--- src/rtl/rfagc_pkg.sv ---
package rfagc_pkg;

	localparam int CHANNELS_DEF = 4;
	localparam int ADDR_W       = 5;
	localparam int DATA_W       = 32;

	// dead band around the target level, in dB
	localparam int DEAD_BAND   = 1;
	// slide credit loaded into both directions at set-up
	localparam int SLIDE_START = 100;

	// register reset values
	localparam logic [6:0] RF_ATT_MAX_RST  = 7'd30;
	localparam logic [6:0] MGC_ATT_MAX_RST = 7'd30;

	typedef enum logic [2:0] {
		REG_GAIN_MODE     = 3'd0,
		REG_TARGET_LEVEL  = 3'd1,
		REG_STEP_INTERVAL = 3'd2,
		REG_RF_ATT_MIN    = 3'd3,
		REG_RF_ATT_MAX    = 3'd4,
		REG_MGC_ATT_MIN   = 3'd5,
		REG_MGC_ATT_MAX   = 3'd6
	} reg_idx_t;

	typedef enum logic [2:0] {
		ST_MANUAL  = 3'd0,
		ST_WAITING = 3'd1,
		ST_IN_BAND = 3'd2,
		ST_LOWERED = 3'd3,
		ST_RAISED  = 3'd4,
		ST_TOP     = 3'd5,
		ST_BOTTOM  = 3'd6
	} agc_status_t;

endpackage

--- src/rtl/rf_agc_attenuation_stepper.sv ---
// Stepped automatic gain control for up to CHANNELS receiver channels. Each
// item carries a channel, the ticks since that channel's previous item and the
// measured level in dB; each item gives exactly one result with the channel's
// status and its rf and digital (mgc) attenuation, plus write strobes telling
// software which attenuation to push to the front end. The block takes one
// item per clock while the output is not stalled: an input register holds
// the item while the per-channel state is read, updated and written back,
// and an output register holds the result; the next item (even for the same
// channel) may enter the input register as the previous one leaves it.
// in_ready only drops while a result waits in the output register and the
// input register is also full. Settings are written over the APB-style port
// at byte address 4*index and are shared by all channels; any write to a
// known register restarts the set-up of every channel. Write settings only
// while no item is in flight.
module rf_agc_attenuation_stepper #(
	parameter int CHANNELS = rfagc_pkg::CHANNELS_DEF
) (
	input  logic                         clk,
	input  logic                         arst_n,
	// configuration port
	input  logic                         psel,
	input  logic                         penable,
	input  logic                         pwrite,
	input  logic [rfagc_pkg::ADDR_W-1:0] paddr,
	input  logic [rfagc_pkg::DATA_W-1:0] pwdata,
	output logic [rfagc_pkg::DATA_W-1:0] prdata,
	output logic                         pready,
	// item input
	input  logic                         in_valid,
	output logic                         in_ready,
	input  logic [1:0]                   channel,
	input  logic [15:0]                  elapsed_ticks,
	input  logic signed [7:0]            level_db,
	// result output
	output logic                         out_valid,
	input  logic                         out_ready,
	output logic [1:0]                   out_channel,
	output logic [2:0]                   status,
	output logic [6:0]                   rf_att,
	output logic [6:0]                   mgc_att,
	output logic                         rf_write,
	output logic                         mgc_write
);

	localparam int IDX_W = (CHANNELS > 1) ? $clog2(CHANNELS) : 1;
	localparam logic signed [9:0] BAND_W = 10'(rfagc_pkg::DEAD_BAND);
	localparam logic [7:0] SLIDE_W = 8'(rfagc_pkg::SLIDE_START);

	// ---------------------------------------------------------------
	// configuration registers
	// ---------------------------------------------------------------
	logic                    gain_mode_q;
	logic signed [7:0]       target_level_q;
	logic [15:0]             step_interval_q;
	logic [6:0]              rf_att_min_q;
	logic [6:0]              rf_att_max_q;
	logic [6:0]              mgc_att_min_q;
	logic [6:0]              mgc_att_max_q;

	rfagc_pkg::reg_idx_t     reg_idx;
	logic                    cfg_wr;
	logic                    cfg_hit;

	assign pready  = 1'b1;
	assign reg_idx = rfagc_pkg::reg_idx_t'(paddr[4:2]);
	assign cfg_wr  = psel & penable & pwrite;

	// a write to an unknown address does nothing, not even a set-up restart
	always_comb begin
		case (reg_idx)
			rfagc_pkg::REG_GAIN_MODE,
			rfagc_pkg::REG_TARGET_LEVEL,
			rfagc_pkg::REG_STEP_INTERVAL,
			rfagc_pkg::REG_RF_ATT_MIN,
			rfagc_pkg::REG_RF_ATT_MAX,
			rfagc_pkg::REG_MGC_ATT_MIN,
			rfagc_pkg::REG_MGC_ATT_MAX: cfg_hit = 1'b1;
			default:                    cfg_hit = 1'b0;
		endcase
	end

	always_ff @(posedge clk or negedge arst_n) begin
		if (!arst_n) begin
			gain_mode_q     <= 1'b0;
			target_level_q  <= '0;
			step_interval_q <= '0;
			rf_att_min_q    <= '0;
			rf_att_max_q    <= rfagc_pkg::RF_ATT_MAX_RST;
			mgc_att_min_q   <= '0;
			mgc_att_max_q   <= rfagc_pkg::MGC_ATT_MAX_RST;
		end else if (cfg_wr) begin
			case (reg_idx)
				rfagc_pkg::REG_GAIN_MODE:     gain_mode_q     <= pwdata[0];
				rfagc_pkg::REG_TARGET_LEVEL:  target_level_q  <= pwdata[7:0];
				rfagc_pkg::REG_STEP_INTERVAL: step_interval_q <= pwdata[15:0];
				rfagc_pkg::REG_RF_ATT_MIN:    rf_att_min_q    <= pwdata[6:0];
				rfagc_pkg::REG_RF_ATT_MAX:    rf_att_max_q    <= pwdata[6:0];
				rfagc_pkg::REG_MGC_ATT_MIN:   mgc_att_min_q   <= pwdata[6:0];
				rfagc_pkg::REG_MGC_ATT_MAX:   mgc_att_max_q   <= pwdata[6:0];
				default: ;
			endcase
		end
	end

	// register readback, zero extended
	always_comb begin
		case (reg_idx)
			rfagc_pkg::REG_GAIN_MODE:     prdata = 32'(gain_mode_q);
			rfagc_pkg::REG_TARGET_LEVEL:  prdata = 32'(unsigned'(target_level_q));
			rfagc_pkg::REG_STEP_INTERVAL: prdata = 32'(step_interval_q);
			rfagc_pkg::REG_RF_ATT_MIN:    prdata = 32'(rf_att_min_q);
			rfagc_pkg::REG_RF_ATT_MAX:    prdata = 32'(rf_att_max_q);
			rfagc_pkg::REG_MGC_ATT_MIN:   prdata = 32'(mgc_att_min_q);
			rfagc_pkg::REG_MGC_ATT_MAX:   prdata = 32'(mgc_att_max_q);
			default:                      prdata = '0;
		endcase
	end

	// ---------------------------------------------------------------
	// pipeline control: input register (s1) and result register (s2)
	// ---------------------------------------------------------------
	logic                vld_s1;
	logic [1:0]          ch_s1;
	logic [15:0]         ticks_s1;
	logic signed [7:0]   level_s1;

	logic                vld_s2;
	logic [1:0]          ch_s2;
	rfagc_pkg::agc_status_t status_s2;
	logic [6:0]          rf_s2;
	logic [6:0]          mgc_s2;
	logic                rfw_s2;
	logic                mgw_s2;

	logic                adv;     // s1 item moves into the result register

	assign adv      = vld_s1 & (~vld_s2 | out_ready);
	assign in_ready = ~vld_s1 | adv;

	always_ff @(posedge clk or negedge arst_n) begin
		if (!arst_n) begin
			vld_s1 <= 1'b0;
		end else if (in_ready) begin
			vld_s1 <= in_valid;
		end
	end

	always_ff @(posedge clk) begin
		if (in_valid && in_ready) begin
			ch_s1    <= channel;
			ticks_s1 <= elapsed_ticks;
			level_s1 <= level_db;
		end
	end

	// ---------------------------------------------------------------
	// per-channel state
	// ---------------------------------------------------------------
	logic [CHANNELS-1:0] setup_pend_q;
	logic [CHANNELS-1:0] timer_run_q;
	logic [15:0]         accum_q [CHANNELS];
	logic [6:0]          rf_now_q [CHANNELS];
	logic [6:0]          mgc_now_q [CHANNELS];
	logic [7:0]          up_cred_q [CHANNELS];
	logic [7:0]          dn_cred_q [CHANNELS];

	logic [IDX_W-1:0]    idx;
	logic                ch_ok;

	assign idx   = IDX_W'(ch_s1);
	assign ch_ok = 32'(ch_s1) < CHANNELS;

	// ---------------------------------------------------------------
	// control step for the item in s1
	// ---------------------------------------------------------------
	logic                auto_on;
	logic                setup;
	logic [7:0]          mix_sum;
	logic [6:0]          half;
	logic [6:0]          mgc_setup;
	logic [6:0]          rf0, mgc0;
	logic [7:0]          up0, dn0;
	logic [16:0]         acc_sum;
	logic [15:0]         acc1;
	logic signed [9:0]   lvl_w, tgt_w;
	logic                go_lower, go_raise;

	logic [15:0]         acc_n;
	logic [6:0]          rf_n, mgc_n;
	logic [7:0]          up_n, dn_n;
	logic                rfw, mgw;
	rfagc_pkg::agc_status_t stat;

	assign auto_on = gain_mode_q;
	assign setup   = auto_on & setup_pend_q[idx];

	// set-up mgc point: half of (rf_max + mgc_max) above rf_max, floored at 0
	assign mix_sum   = {1'b0, rf_att_max_q} + {1'b0, mgc_att_max_q};
	assign half      = mix_sum[7:1];
	assign mgc_setup = (half > rf_att_max_q) ? (half - rf_att_max_q) : '0;

	assign rf0  = setup ? rf_att_max_q : rf_now_q[idx];
	assign mgc0 = setup ? mgc_setup    : mgc_now_q[idx];
	assign up0  = setup ? SLIDE_W      : up_cred_q[idx];
	assign dn0  = setup ? SLIDE_W      : dn_cred_q[idx];

	// timer: saturating accumulate once running; first auto item only arms it
	assign acc_sum = {1'b0, accum_q[idx]} + {1'b0, ticks_s1};
	always_comb begin
		if (timer_run_q[idx]) begin
			acc1 = acc_sum[16] ? 16'hFFFF : acc_sum[15:0];
		end else if (auto_on) begin
			acc1 = '0;
		end else begin
			acc1 = accum_q[idx];
		end
	end

	assign lvl_w    = 10'(level_s1);
	assign tgt_w    = 10'(target_level_q);
	assign go_lower = lvl_w < (tgt_w - BAND_W);
	assign go_raise = lvl_w > (tgt_w + BAND_W);

	always_comb begin
		acc_n = acc1;
		rf_n  = rf0;
		mgc_n = mgc0;
		up_n  = up0;
		dn_n  = dn0;
		rfw   = setup;
		mgw   = setup;
		stat  = rfagc_pkg::ST_MANUAL;
		if (auto_on) begin
			if (acc1 < step_interval_q) begin
				stat = rfagc_pkg::ST_WAITING;
			end else begin
				acc_n = '0;
				if (go_lower) begin
					if (up0 == '0) begin
						stat = rfagc_pkg::ST_TOP;
					end else begin
						up_n = up0 - 8'd1;
						if (dn0 != 8'hFF) begin
							dn_n = dn0 + 8'd1;
						end
						// rf stage first, then mgc
						if (rf0 > rf_att_min_q) begin
							rf_n = rf0 - 7'd1;
							rfw  = 1'b1;
						end else if (mgc0 > mgc_att_min_q) begin
							mgc_n = mgc0 - 7'd1;
							mgw   = 1'b1;
						end
						stat = rfagc_pkg::ST_LOWERED;
					end
				end else if (go_raise) begin
					if (dn0 == '0) begin
						stat = rfagc_pkg::ST_BOTTOM;
					end else begin
						dn_n = dn0 - 8'd1;
						if (up0 != 8'hFF) begin
							up_n = up0 + 8'd1;
						end
						if (rf0 < rf_att_max_q) begin
							rf_n = rf0 + 7'd1;
							rfw  = 1'b1;
						end else if (mgc0 < mgc_att_max_q) begin
							mgc_n = mgc0 + 7'd1;
							mgw   = 1'b1;
						end
						stat = rfagc_pkg::ST_RAISED;
					end
				end else begin
					stat = rfagc_pkg::ST_IN_BAND;
				end
			end
		end
	end

	// state write-back as the item leaves s1; a write to a known register re-arms set-up
	always_ff @(posedge clk or negedge arst_n) begin
		if (!arst_n) begin
			setup_pend_q <= '1;
			timer_run_q  <= '0;
			for (int i = 0; i < CHANNELS; i++) begin
				accum_q[i]   <= '0;
				rf_now_q[i]  <= '0;
				mgc_now_q[i] <= '0;
				up_cred_q[i] <= '0;
				dn_cred_q[i] <= '0;
			end
		end else begin
			if (adv && ch_ok) begin
				timer_run_q[idx] <= timer_run_q[idx] | auto_on;
				accum_q[idx]     <= acc_n;
				rf_now_q[idx]    <= rf_n;
				mgc_now_q[idx]   <= mgc_n;
				up_cred_q[idx]   <= up_n;
				dn_cred_q[idx]   <= dn_n;
			end
			if (cfg_wr && cfg_hit) begin
				setup_pend_q <= '1;
			end else if (adv && ch_ok && setup) begin
				setup_pend_q[idx] <= 1'b0;
			end
		end
	end

	// ---------------------------------------------------------------
	// result register
	// ---------------------------------------------------------------
	always_ff @(posedge clk or negedge arst_n) begin
		if (!arst_n) begin
			vld_s2 <= 1'b0;
		end else if (~vld_s2 | out_ready) begin
			vld_s2 <= vld_s1;
		end
	end

	always_ff @(posedge clk) begin
		if (adv) begin
			ch_s2 <= ch_s1;
			if (ch_ok) begin
				status_s2 <= stat;
				rf_s2     <= rf_n;
				mgc_s2    <= mgc_n;
				rfw_s2    <= rfw;
				mgw_s2    <= mgw;
			end else begin
				// channel not fitted: answer manual with everything zero
				status_s2 <= rfagc_pkg::ST_MANUAL;
				rf_s2     <= '0;
				mgc_s2    <= '0;
				rfw_s2    <= 1'b0;
				mgw_s2    <= 1'b0;
			end
		end
	end

	assign out_valid   = vld_s2;
	assign out_channel = ch_s2;
	assign status      = status_s2;
	assign rf_att      = rf_s2;
	assign mgc_att     = mgc_s2;
	assign rf_write    = rfw_s2;
	assign mgc_write   = mgw_s2;

endmodule

--- config.mk ---
export PLATFORM = sky130hd
export DESIGN_NAME = rf_agc_attenuation_stepper
export DESIGN_NICKNAME = d
export VERILOG_FILES = /design/src/rtl/rfagc_pkg.sv /design/src/rtl/rf_agc_attenuation_stepper.sv
export SDC_FILE = /design/constraint.sdc
export NUM_CORES = 1
export LEC_CHECK = 0
export ABC_AREA = 1
export ABC_CLOCK_PERIOD_IN_PS = 5900
export BUFFER_PORTS_ARGS = -buffer_cell sky130_fd_sc_hd__buf_4
export CORE_ASPECT_RATIO = 0.7
export CORE_UTILIZATION = 50
export DETAILED_ROUTE_END_ITERATION = 6
export PLACE_DENSITY = 0.76
export SETUP_SLACK_MARGIN = 0.3
export SYNTH_ARGS = -nofsm -noshare
export SYNTH_HDL_FRONTEND = slang
export SYNTH_SLANG_ARGS = --single-unit
--- constraint.sdc ---
create_clock -name clk -period 5.9 [get_ports clk]
set_input_delay 0 -clock clk [delete_from_list [all_inputs] [get_ports clk]]
set_output_delay 0 -clock clk [all_outputs]
set_load 0.005 [all_outputs]
==> out/metrics.yaml, run 1 <==
synth:
  dominantRegCellSynth: "dfrtp_1"
  synth.area.top_cells: "dfrtp_1, nand2_1, edfxtp_1"
  yosysMostFrequentCell: "nand2_1"
  synth-edff-count: 47
  synth_top_area_share_pct: 32.4
  yosys_warnings: 0
  yosys.area.top_type: "dfrtp_1"
  ys_top_cells_by_count: "nand2_1, dfrtp_1, inv_1"
  synthCells: 2327
  ys_async_sr_fraction_pct: 84.0
  seq_area_frac_synth_pct: 41.9
  synth_seq_cells: 294
  synth.avg_cell_area_um2: 7.81
  netlist_area_um2: 18200
  synth_cell_types: 71
timing:
  fmax_mhz: 184
  fin_crit_sh_pct: 92.0
  setup-violations-final: 0
  setup_tns_ns: 0
  slew_headroom_pct: 17.3
  period_needed_ns: 5.43
  rsz0062_at_grt: "no"
  worstMarginPinSlew_ns: 1.23
  drv_slew: 0
  fin_worst_skew_ns: 0.0168
  final_hold_viol_count: 0
run:
  max_cap_viol_count: 0
routing:
  num_vias: 16610
  routed.top_layer: "met4"
  ant_nets: 0
  drt_wl_total_um: 53200
  drtPass1Iterations: 7
  routedWlPerCell_um: 17.9
  dr_wl_met2_um: 23300
  drt_iter0_drc: 1821
  viasPerCell: 5.61
  met1_length_um: 24000
  wl_met3_um: 4540
  drcViolationCount: 1
die:
  die_y_um: 162
  die-area_um2: 37100
  ios: 126
  die-width_um: 230
  initial_core_util_pct: 50.7
  placementRows: 58
  core_um2: 35800
final_layout:
  final_area_um2: 20900
  antenna_cells: 0
  fin_util_pct: 58.4
  num-fill-cells: 3215
  drive_gt1_share_pct: 13.1
  finalNonFillerCells: 2963
  fin_nets: 2629
  syn_to_final_growth_pct: 15.2
  multiInputGateArea_um2: 9250
  seq_area_um2: 7610
setup_path:
  worstPathMaxFanout: 13
  r2r_start: "ch_s1[0]"
  worstSetupEndpointType: "flop"
  crit_required_ns: 6.32
  crit_start: "ch_s1[0]"
  slowest_stage: "edfxtp_1"
  cp_common_cell: "nand2_1"
  critPathMaxStageDelay_ns: 0.57
  path_class: "reg2reg"
  worstPathArrival_ns: 5.84
  start_kind: "flop"
hold_path:
  hold_class: "in2reg"
  hold_start: "pwrite"
placement:
  gp_routability_congestion: 0.956
  dpl.hpwl_um: 36900
  portBuffers: 90
  placed_area_um2: 19200
  placed_cells: 2843
outcome:
  violations: "DRC"
  outcome: "finished with violations"
clock_network:
  ctsRootBufferMaster: "clkbuf_16"
  clock-sinks: 294
  cts_buffers: 30
  cts_max_path_buffers: 3
  ctsHtreeMaxLevel: 1
  cts_tree: "done"
  insertion_delay_ns: 0.58
  path_clk_slew_ns: 0.06
global_route:
  grt_max_degree: 169
  grt_antenna_before_repair: 0
  grt_use_total_pct: 28.7
  grt_pass1_wl_um: 84800
  grt_pass1_vias: 16039
  grt_overflow: 0
power_and_ir_drop:
  ir_drop_v: 0.000257
  leakage_nw: 10.4
  powerDensity_nw_per_um2: 473
## state kept, by name, indices dropped and copies added, names as in the netlist, 8 cells and up
register and flops:
ticks_s1 16, mgc_now_q 28, target_level_q 8, step_interval_q 16
dn_cred_q 32, accum_q 64, level_s1 8, rf_now_q 28
up_cred_q 32
## where the power goes
group / internal (mW) / switching [mW] / total, mW / leakage, nW
Combinational: 1.66 / 3.13 / 4.79 / 6.25
Sequential: 2.75 / 0.382 / 3.14 / 3.61
Clock: 1.17 / 0.811 / 1.98 / 0.516
## layer usage
| metal | up-vias | GRT usage, % |
|---|---|---|
| li1 | 7909 | - |
| met1 | 7918 | 41.7 |
| met2 | 687 | 43.8 |
| met3 | 96 | 5.01 |
| met4 | 0 | 8.19 |
| met5 | - | 0 |
## critical path: cells and delay by family, from the launching register on
family                   cells  cell delay (ns)
AND/OR/NAND/NOR             12             1.62
adder cells (fa/ha/maj)      3             0.94
flip-flops                   1             0.57
AO/OA/AOI/OAI                7             1.25
buffers and inverters        7             0.86
## repair_timing
action | CTS | global route
setup buffers | 2 | 8
hold endpoints to repair | 160 | 0
hold buffers | 53 | 0
gates cloned | 0 | 1
resized for setup | 0 | 16
pin swaps | 0 | 5
endpoints found under the setup margin | 8 | 203
## path summary, 6_finish.rpt
path	end	cells after the start	slack, ns
setup reg to reg	dn_cred_q[25]	29	0.47
hold reg to reg	up_cred_q[13]	2	0.48
max in group asynchronous	up_cred_q[20]	4	3.98
hold / removal	mgc_att_max_q[3]	5	0.07
setup / recovery	dn_cred_q[25]	29	0.47
min in group asynchronous	target_level_q[3]	3	0.52
## layout make-up
cell class	count	area share (%)
multi-input combinational	1725	44.2
timing repair buffer	190	7.75
clock buffer	48	4.64
clock inverter	8	0.323
tap	480	2.87
sequential	294	36.3
inverter	218	3.93
## cell usage in the layout, fill, tap and decap left out, drive strengths merged, types with 36 or more instances in the layout
| cell type | n |
|---|---|
| edfxtp | 47 |
| o21ai | 225 |
| a22oi | 36 |
| buf | 137 |
| nand2 | 861 |
| ha | 97 |
| dfrtp | 235 |
| inv | 217 |
| a21oi | 76 |
| nor2 | 109 |
| clkbuf | 48 |
| nand3 | 109 |
| dlygate4sd3 | 53 |
## cells by family after synthesis
family                     after synthesis  share of synthesized area [%]
AOI/OAI and AO/OA                      417                           13.6
xor gates and xnor gates                36                           1.78
adders and majority gates              100                           7.01
buffers and inverters                  324                           7.92
DFF                                    294                           41.9
muxes                                    1                         0.0551
other                                    2                         0.0413
and+or+nand+nor                       1153                           27.7
## through the flow
step / hold WS (ns) / setup slack (ns) / power (mW)
global placement: 0.00405 / 0.376 / 7.59
finish: 0.0728 / 0.473 / 9.90
CTS: 0.0136 / 0.302 / 9.80
global route: 0.0878 / 0.303 / 10.7
detailed placement: 0.00937 / 0.287 / 7.75
floorplan: -0.296 / 0.467 / 6.41
Power figures use the tool's default switching activity.
==> inputs of run 2 (changes only) <==
--- a/config.mk
+++ b/config.mk
@@ -12,7 +12,8 @@
 export CORE_UTILIZATION = 50
 export DETAILED_ROUTE_END_ITERATION = 6
 export PLACE_DENSITY = 0.76
-export SETUP_SLACK_MARGIN = 0.3
+export SETUP_SLACK_MARGIN = 0.5
+export SKIP_CTS_REPAIR_TIMING = 1
 export SYNTH_ARGS = -nofsm -noshare
 export SYNTH_HDL_FRONTEND = slang
 export SYNTH_SLANG_ARGS = --single-unit
==> run 2 against run 1 <==
Sequential cell count is the same. Die area is the same. Non-clock buffer count grew 6. The flow finishes with violations (hold timing). Largest power group unchanged. Critical path depth shrank 3. Combinational power grew 1%. Utilization grew 0.14 points. First-iteration DRC count grew 16%.
==> out/metrics.yaml, run 2 (synthesized netlist as in run 1, its figures left out) <==
outcome:
  outcome: "finished with violations"  # unchanged
  violations: "hold timing"  # was DRC
die:
  die-area_um2: 37100  # unchanged
  core_um2: 35800  # unchanged
  placementRows: 58  # unchanged
  die-width_um: 230  # unchanged
  initial_core_util_pct: 50.7  # unchanged
  ios: 126  # unchanged
  die_y_um: 162  # unchanged
global_route:
  grt_antenna_before_repair: 0  # unchanged
  grt_use_total_pct: 27.6  # was 28.7%
  grt_max_degree: 99  # was 169
  grt_pass1_wl_um: 81900  # was 84,800 µm
  grt_overflow: 0  # unchanged
  grt_pass1_vias: 15310  # was 16.0k
final_layout:
  antenna_cells: 0  # unchanged
  fin_nets: 2635  # was 2,629
  reg_top3: "accum_q x64, dn_cred_q x32, up_cred_q x32"  # unchanged
  top_register: "accum_q"  # unchanged
  final_cell_mix: "nand2_1, dfrtp_1, inv_1"  # unchanged
  fin_util_pct: 58.6  # was 58.4%
  drive_gt1_share_pct: 14.0  # was 13.1%
  largest_reg_flops: 64  # unchanged
  syn_to_final_growth_pct: 15.5  # was 15.2%
  final_common_cell: "nand2_1"  # unchanged
timing:
  setup_tns_ns: 0  # unchanged
  whs_ns: -0.0304  # was 0.0728 ns
  slew_headroom_pct: 25.7  # was 17.3%
  setup-violations-final: 0  # unchanged
  setup_ws_ns: 0.643  # was 0.473 ns
  fin_crit_sh_pct: 89.1  # was 92.0%
  final_hold_viol_count: 1  # was 0
  worstMarginPinSlew_ns: 1.10  # was 1.23 ns
  fin_worst_skew_ns: 0.0104  # was 0.0168 ns
  rsz0062_at_grt: "no"  # unchanged
  period_needed_ns: 5.26  # was 5.43 ns
  drv_slew: 0  # unchanged
  fmax_mhz: 190  # was 184 MHz
power_and_ir_drop:
  leakage_nw: 10.4  # about the same
  ir_drop_v: 0.000236  # was 0.000257 V
  powerDensity_nw_per_um2: 473  # about the same
clock_network:
  insertion_delay_ns: 0.58  # about the same
  ctsRootBufferMaster: "clkbuf_16"  # unchanged
  cts_max_path_buffers: 3  # unchanged
  cts_buffers: 31  # was 30
  cts_tree: "done"  # unchanged
  path_clk_slew_ns: 0.06  # about the same
  clock-sinks: 294  # unchanged
  ctsHtreeMaxLevel: 1  # unchanged
routing:
  viasPerCell: 5.63  # was 5.61
  ant_nets: 0  # unchanged
  routedWlPerCell_um: 17.6  # was 17.9 µm
  drtPass1Iterations: 6  # was 7
  drt_wl_total_um: 52200  # was 53,200 µm
  drt_iter0_drc: 2116  # was 1,821
  drcViolationCount: 0  # was 1
  num_vias: 16710  # was 16.6k
setup_path:
  worstPathMaxFanout: 13  # unchanged
  worstPathArrival_ns: 5.58  # was 5.84 ns
  start_kind: "flop"  # unchanged
  path_class: "reg2reg"  # unchanged
  r2r_cells: 26  # was 29
  critPathMaxStageDelay_ns: 0.52  # was 0.57 ns
  slowest_stage: "edfxtp_1"  # unchanged
  crit_required_ns: 6.23  # was 6.32 ns
  worstSetupEndpointType: "flop"  # unchanged
placement:
  dpl.hpwl_um: 36600  # was 36,900 µm
  gp_routability_congestion: 0.956  # about the same
  portBuffers: 90  # unchanged
  dp_slack_ns: 0.351  # was 0.287 ns
run:
  max_cap_viol_count: 0  # unchanged
hold_path:
  hold_class: "in2reg"  # unchanged
  min_path_cells: 6  # was 5
[run 2: area by class of cell]
class	count	area, µm²
repair buffers	196	1630
clock inverters	20	160
fillers	3155	14900
inverters	218	828
clock buffers	37	828
well taps	480	601
multi-input cells	1724	9340
flip-flops and latches	294	7610
[run 2: critical path, delay by kind of cell (launching register included)]
kind                     cells  cell delay (ns)
AND/OR/NAND/NOR              9             1.07
flip-flops                   1             0.52
buffers and inverters        7             1.15
AO/OA/AOI/OAI                8             1.57
adder cells (fa/ha/maj)      2             0.68
[run 2: where the power goes]
part,switching (mW),internal (mW),leakage [nW]
clock network,0.842,1.09,0.491
registers,0.394,2.75,3.61
logic,3.15,1.70,6.30
total,4.38,5.54,10.4
[run 2: routing by layer]
layer | vias up | share of wire (%) | track usage [%]
li1 | 7904 | - | -
met1 | 7986 | 44 | 41.0
met2 | 743 | 45 | 42.4
met3 | 77 | 9.3 | 4.59
met4 | 0 | 1.7 | 5.69
met5 | - | 0 | 0
[run 2: worst paths after layout]
path / startpoint / to / slack (ns)
setup / recovery: ch_s1[0] / mgc_att[0] / 0.64
hold / removal: paddr[2] / auto_on / -0.03
setup reg to reg: ch_s1[0] / mgc_att[0] / 0.64
hold reg to reg: up_cred_q[1] / up_cred_q[1] / 0.48
max in group asynchronous: arst_n / up_cred_q[13] / 4.25
min in group asynchronous: arst_n / target_level_q[4] / 0.05
[run 2: metrics by stage]
step / hold WS [ns] / std cells / total power [mW] / area (µm²)
after global routing: 0.0165 / 2969 / 10.7 / 21000
after global placement: 0.0710 / 2847 / 7.59 / 19300
after CTS: -0.513 / 2904 / 9.72 / 20200
after floorplan: -0.296 / 2342 / 6.42 / 18200
after detailed placement: 0.0893 / 2847 / 7.76 / 19300
final: -0.0304 / 2969 / 9.93 / 21000
